--- src/rtl/core/pip_pkg.sv ---
// Shared types and constants for the point-in-polygon crossing test.
`default_nettype none

package pip_pkg;

  // Configuration port: two registers, one word apart.
  localparam int unsigned CfgAddrWidth = 3;
  localparam int unsigned CfgDataWidth = 32;

  // Register index, taken from bit 2 of the byte address.
  localparam logic RegPointX = 1'b0;
  localparam logic RegPointY = 1'b1;

  // Control that travels alongside each vertex through the pipeline.
  typedef struct packed {
    logic prev_edge_en;  // the edge from the previous vertex is real
    logic last;          // this vertex closes the polygon
    logic enough;        // the polygon has at least three vertices
  } pip_ctrl_t;

endpackage

`default_nettype wire

--- src/rtl/core/pip_parity.sv ---
// Crossing decision, running parity and the result register.
`default_nettype none

module pip_parity import pip_pkg::*; #(
  parameter int unsigned COORD_WIDTH = 16
) (
  input  wire logic                              clk_i,
  input  wire logic                              rst_ni,
  input  wire logic                              retire_i,
  input  wire pip_ctrl_t                         ctrl_i,
  input  wire logic signed [2*COORD_WIDTH+1:0]   prev_prod_a_i,
  input  wire logic signed [2*COORD_WIDTH+1:0]   prev_prod_b_i,
  input  wire logic                              prev_span_i,
  input  wire logic                              prev_ey_neg_i,
  input  wire logic signed [2*COORD_WIDTH+1:0]   close_prod_a_i,
  input  wire logic signed [2*COORD_WIDTH+1:0]   close_prod_b_i,
  input  wire logic                              close_span_i,
  input  wire logic                              close_ey_neg_i,
  input  wire logic                              out_ready_i,
  output logic                                   out_valid_o,
  output logic                                   inside_o,
  output logic                                   too_few_o
);

  localparam int unsigned CPW = 2 * COORD_WIDTH + 3;

  logic signed [CPW-1:0] prev_c, close_c;
  logic                  prev_cross, close_cross, parity_next;
  logic                  parity_q, out_valid_q, inside_q, too_few_q;

  always_comb begin
    prev_c      = CPW'(prev_prod_a_i) - CPW'(prev_prod_b_i);
    close_c     = CPW'(close_prod_a_i) - CPW'(close_prod_b_i);
    // A point on the edge counts; otherwise the cross product must oppose the y extent.
    prev_cross  = prev_span_i &
                  ((prev_c == '0) | (prev_c[CPW-1] != prev_ey_neg_i));
    close_cross = close_span_i &
                  ((close_c == '0) | (close_c[CPW-1] != close_ey_neg_i));
    parity_next = parity_q ^ (ctrl_i.prev_edge_en & prev_cross)
                           ^ (ctrl_i.last & close_cross);
  end

  always_ff @(posedge clk_i or negedge rst_ni) begin
    if (!rst_ni) begin
      parity_q    <= 1'b0;
      out_valid_q <= 1'b0;
    end else begin
      if (retire_i) begin
        parity_q <= ctrl_i.last ? 1'b0 : parity_next;
      end
      if (retire_i && ctrl_i.last) begin
        out_valid_q <= 1'b1;
      end else if (out_ready_i) begin
        out_valid_q <= 1'b0;
      end
    end
  end

  always_ff @(posedge clk_i) begin
    if (retire_i && ctrl_i.last) begin
      inside_q  <= ctrl_i.enough & parity_next;
      too_few_q <= ~ctrl_i.enough;
    end
  end

  assign out_valid_o = out_valid_q;
  assign inside_o    = inside_q;
  assign too_few_o   = too_few_q;

endmodule

`default_nettype wire
--- config.mk ---
export PLATFORM = sky130hd
export DESIGN_NAME = pip_parity
export DESIGN_NICKNAME = d
export VERILOG_FILES = /design/src/rtl/core/pip_pkg.sv /design/src/rtl/core/pip_parity.sv
export SDC_FILE = /design/constraint.sdc
export NUM_CORES = 1
export LEC_CHECK = 0
export ABC_CLOCK_PERIOD_IN_PS = 1500
export BUFFER_PORTS_ARGS = -buffer_cell sky130_fd_sc_hd__buf_2
export CAP_MARGIN = 30
export CORE_MARGIN = 2
export CORE_UTILIZATION = 30
export DETAILED_ROUTE_END_ITERATION = 16
export PLACE_DENSITY = 0.48
export SETUP_SLACK_MARGIN = 0.5
export SYNTH_ARGS = -nofsm -noshare
export SYNTH_HDL_FRONTEND = slang
export SYNTH_SLANG_ARGS = --single-unit
export TNS_END_PERCENT = 50
--- constraint.sdc ---
create_clock -name clk_i -period 1.5 [get_ports clk_i]
set_input_delay 0.075 -clock clk_i [delete_from_list [all_inputs] [get_ports clk_i]]
set_output_delay 0.075 -clock clk_i [all_outputs]
set_load 0.05 [all_outputs]
Word level (Yosys, flattened, before mapping)
Index checks and enable logic that the tools add are counted.
{"block": "word_totals", "ff_bits": 4, "rom_bits": 0, "input_bits": 147, "memories": 0, "word_cells": 25, "latch_bits": 0, "mem_bits_rw": 0, "output_inout_bits": 3}
{"block": "classes", "div": 0, "muxes": 3, "shift": 0, "eq_ne": 2, "addsub": 2, "multipliers": 0, "n_reduce_logical": 4, "magnitude_cmp": 0, "n_bitwise": 10}
{"operator": "35-bit logical NOT", "count": 2}
{"operator": "34-bit by 34-bit subtractor with 35-bit output", "count": 2}
{"operator": "1-bit bitwise AND", "count": 5}
{"operator": "1-bit two-way mux", "count": 3}
{"operator": "1-bit inequality test", "count": 2}
{"operator": "1-bit bitwise OR", "count": 2}
{"operator": "2-bit nonzero test", "count": 1}
{"operator": "1-bit bitwise XOR", "count": 2}
{"operator": "1-bit logical AND", "count": 1}
{"operator": "1-bit inverter", "count": 1}

Logic depth before layout (Yosys ltp)
{"block": "logic_depth", "depth_word": 8, "mapped_depth": 15, "ltp_nobuf": 14}

Worst setup path before layout
No wires, ideal clock.
{"block": "synth_path", "path_kind": "input-to-reg", "from": "input close_prod_b_i[8]", "to": "register inside_q, in the netlist inside_o (data pin)", "t_arrival_ns": 2.866, "cell_stages": 14, "path_buffers": 0, "path_slack_ns": -1.618, "required_time_ns": 1.247, "setup_time_ns": 0.253, "path_cell_list": "inv_1 > ha_1 > a2111oi_0 > o21ai_1 > o21ai_2 > a21boi_2 > mux2i_1 > or4_4 > a2111oi_4 > nand4_1 > or4_1 > o21ai_2 > a21o_2 > a21oi_2"}
{"block": "synth_between", "elab_chain_len": 7, "elab_cells_between_ends": 8, "cone_classes": "1 x add/sub; 1 x eq/ne; 5 x bitwise; 1 x reduce/logical"}
{"item": "start, declared", "line_no": "pip_parity.sv:16", "rtl": "input wire logic signed [2*COORD_WIDTH+1:0] close_prod_b_i,"}
{"item": "34-bit by 34-bit subtractor with 35-bit output *", "line_no": "pip_parity.sv:33", "rtl": "close_c = CPW'(close_prod_a_i) - CPW'(close_prod_b_i);"}
{"item": "35-bit logical NOT / 1-bit inequality test (equally long branches)", "line_no": "pip_parity.sv:38", "rtl": "((close_c == '0) | (close_c[CPW-1] != close_ey_neg_i));"}
{"item": "1-bit bitwise OR *", "line_no": "pip_parity.sv:38"}
{"item": "1-bit bitwise AND *", "line_no": "pip_parity.sv:37", "rtl": "close_cross = close_span_i &"}
{"item": "1-bit bitwise AND *", "line_no": "pip_parity.sv:40", "rtl": "^ (ctrl_i.last & close_cross);"}
{"item": "1-bit bitwise XOR *", "line_no": "pip_parity.sv:40"}
{"item": "1-bit bitwise AND *", "line_no": "pip_parity.sv:61", "rtl": "inside_q <= ctrl_i.enough & parity_next;"}
{"item": "end signal, assigned", "line_no": "pip_parity.sv:61"}
{"item": "end, declared", "line_no": "pip_parity.sv:29", "rtl": "logic parity_q, out_valid_q, inside_q, too_few_q;"}
Every way passes the cells marked *; elsewhere a longest branch is shown, timed or not.
A chain may end at the register's enable or synchronous reset.

Worst setup path after layout
{"block": "layout_path", "from": "input close_prod_a_i[1]", "to": "register inside_q, in the netlist inside_o (data pin)"}
{"block": "layout_between", "elab_chain_len": 7, "elab_cells_between_ends": 8, "cone_classes": "1 x add/sub; 1 x eq/ne; 5 x bitwise; 1 x reduce/logical"}
{"item": "start, declared", "line_no": "pip_parity.sv:15", "rtl": "input wire logic signed [2*COORD_WIDTH+1:0] close_prod_a_i,"}
{"item": "34-bit by 34-bit subtractor with 35-bit output *", "line_no": "pip_parity.sv:33"}
{"item": "35-bit logical NOT / 1-bit inequality test (equally long branches)", "line_no": "pip_parity.sv:38"}
{"item": "1-bit bitwise OR *", "line_no": "pip_parity.sv:38"}
{"item": "1-bit bitwise AND *", "line_no": "pip_parity.sv:37"}
{"item": "1-bit bitwise AND *", "line_no": "pip_parity.sv:40"}
{"item": "1-bit bitwise XOR *", "line_no": "pip_parity.sv:40"}
{"item": "1-bit bitwise AND *", "line_no": "pip_parity.sv:61"}
Marks and branches as above.

==> results.md <==
- F_max: approximately 330 MHz
- Gr ovfl total: 0
- Slew @ Worst Pin: approximately 460 ps
- Initial Utilization: between 30% and 40%
- Worst-path clk slew: 30 ps
- Placement-stage worst setup slack: -2100 ps
- First-pass GRT wire length: about 31 mm
- Max-slew violation count: 0
- Final wirelength: ~19 mm
- HP Class: in2reg
- Max Clock Skew: roughly 0.031 ps
- Multiplexer area fraction after synthesis: 1.93%
- Layout Nets: about 1300
- Synth top cells by count: inv_1, a21oi_1, ha_1
- Fin crit share: 200%
- Via count: ~6800
- Per-cell routed wire length: 13.9 um
- Clk sinks: 4
- Clk Latency, worst-skew pair: ~230 ps
- Vias per cell: between 5 and 6
- Vias in the first global route: 6727
- Fraction of registers with async set/reset: roughly half
- Crit Path Category: in2reg
- DIE AREA: between 15000 and 20000 sq um
- Largest family of logic cells by synthesized area: compound AO/OA/AOI/OAI gates
- Worst Path Arrival: 2970 ps
- DP Wirelength: 16.2 mm
- Worst hold slack: between 100 and 150 ps
- Post-route setup slack: -1490 ps
- Initial antenna violation count: 1
- Reg2Reg Depth: 4
- CTS tree: yes
- Core ar.: approximately 16000 sq um
- Seq/Total Area, Yosys: 2.30%
- Min Tclk post-route: roughly 3000 ps
- Largest cells by area after synthesis: ha_1, a21oi_1, inv_1, o21ai_0, nand2_1
- Hold path cells: 3
- Layout cell share with drive strength beyond 1: between 40% and 50%
- Total number of yosys warnings: 0
- Pin count of the biggest net entering global routing: 12
- Rel. slew slack: 68.2%
- Drt first-iter violations: 280
- Setup violators final: 2
- Peak VDD IR: 251 uV
- XOR/XNOR share of the synthesized area: 4.39%
- Layout area overhead: 72.9%
- Leak pwr: 4.12 nW
- Count leader, synth: inv_1
- Post-Syn Nets: about 950
- Gp weighted congestion: between 0.8 and 0.9
- # IOs: 150
- Mapped Cells: roughly 730
- Yosys cell types: just over 80
- Number of flops mapped to enable cells by yosys: 2
- Port bufs: ~150
- Status: complete, but fails checks
- Total CTS buffers: 3
- Post-Synthesis Cell Area: roughly 4800 sq um
- CTS Root Cell: clkbuf_16
- Clock Path Buffers: 2
- Top cell type's share of synthesized area: ~18%
- Total track usage: a little over a fifth
- Hold Vio Cnt, Final: 0
- Pwr Density: between 400 and 500 nW/um^2
- H-tree depth: 1
- Ys flop type: edfxtp_1
- Top cell type by total area after synthesis: ha_1
- Unrepaired setup endpoints after global routing: true
- Routed Antenna Nets: 0
- Die Span Y: roughly 130 um
- Failing checks: setup timing
- Worst Path Required: about 1500 ps
- Crit-path max FO: 3
- Post-Synth Adder-Cell Area: about 18%
- Row count: 46
- Mean Syn Cell Area: roughly 6.5 sq um
- Startpoint Class: primary input
- Total iterations of the first detailed-routing run: 5
- Max Cap Viol: 0
- Die Wd: about 130 um
- Post-synthesis register bit count: 4
- Worst setup EP type: flip-flop
- Drt drc: 0
- Synth Area in Simple Gates: approximately 29%
- Synth Area in Compound Gates: a little over a third
==> flip-flops by register name, summed over array words and instances (netlist names) <==
signal / cells
parity_q: 1
out_valid_o: 1
inside_o: 1
too_few_o: 1
==> stage by stage <==
stage	setup TNS, ps	std cells	cell area, sq um	util, %	total power [mW]
floorplan	-2730	734	4910	-	1.77
global placement	-4120	1331	7730	49.2	3.25
detailed placement	-4000	1331	7730	49.2	3.24
CTS	-2770	1344	8230	52.4	3.86
global route	-3080	1346	8280	52.7	4.25
finish	-2840	1346	8280	52.7	3.90
==> repair_timing <==
| action | CTS | global route |
|---|---|---|
| endpoints found under the hold margin | 2 | 0 |
| setup endpoints to repair | 2 | 2 |
| gates resized for setup | 59 | 8 |
| pin swaps | 32 | 6 |
| setup buffers | 9 | 1 |
| hold buffers | 1 | 0 |
==> placed cells by master, fill, tap and decap left out, drive strengths merged, types with 8 or more instances in the layout <==
cell type | Yosys | routed
nor2b | 12 | 12
inv | 93 | 93
nand2b | 11 | 11
a21oi | 78 | 78
ha | 68 | 68
a21o | 15 | 15
a211oi | 12 | 12
or3 | 10 | 10
nor2 | 41 | 41
xnor2 | 13 | 13
buf | 4 | 417
nand3 | 32 | 32
o21a | 9 | 9
nor3 | 21 | 21
nand2 | 58 | 58
o211ai | 8 | 8
nand4 | 27 | 27
xor2 | 11 | 11
o21ai | 53 | 53
==> path summary, 6_finish.rpt <==
path / slack, ps / end / startpoint
max in group asynchronous: 1230 / out_valid_o / rst_ni
setup reg to reg: 470 / inside_o / parity_q
setup / recovery: -1490 / inside_o / close_prod_a_i[1]
hold reg to reg: 480 / out_valid_o / out_valid_o
min in group asynchronous: 170 / parity_q / rst_ni
hold / removal: 130 / out_valid_o / out_ready_i
==> cell type report <==
class / count / area, sq um
Inverter: 93 / 349
Antenna cell: 1 / 2.50
Timing Repair Buffer: 418 / 2780
Clock buffer: 3 / 75.1
Multi-Input combinational cell: 611 / 4700
Sequential cell: 4 / 110
Tap cell: 216 / 270
Fill cell: 1620 / 7430
==> worst max-delay path, stage by stage <==
cell and delay (ps):
buf_2 120, ha_4 230, nor2b_2 160, o211a_1 260, o21ai_4 240, nand2_2 100, a311o_1 330, a32o_1 250
a2111oi_2 280, nand4_1 140, or4_4 510, o21ai_2 90, a21o_2 150, a21oi_2 40
==> logic make-up after synthesis <==
logic type / Yosys count
XOR/XNOR: 24
buffers and inverters: 119
AND/OR/NAND/NOR: 258
multiplexers: 9
flip-flops: 4
adder cells (fa/ha/maj): 68
AO/OA/AOI/OAI: 252
==> layer usage <==
metal	part of all wire [%]	vias to the layer above	GRT usage, %	routed length (um)
li1	-	3535	-	-
met2	49	151	40.3	9090
met1	46	3080	28.5	8650
met3	3.4	25	1.15	634
met5	0	-	0	0
met4	1.6	0	4.68	294
==> report_power, final <==
part | leakage, nW | internal (mW) | switching (mW) | total [mW]
Sequential | 0.0449 | 0.126 | 0.00289 | 0.129
Clock | 0.0370 | 0.341 | 0.0753 | 0.416
Combinational | 4.04 | 1.73 | 1.62 | 3.35
Note: power is estimated with default switching activity, not from simulation.
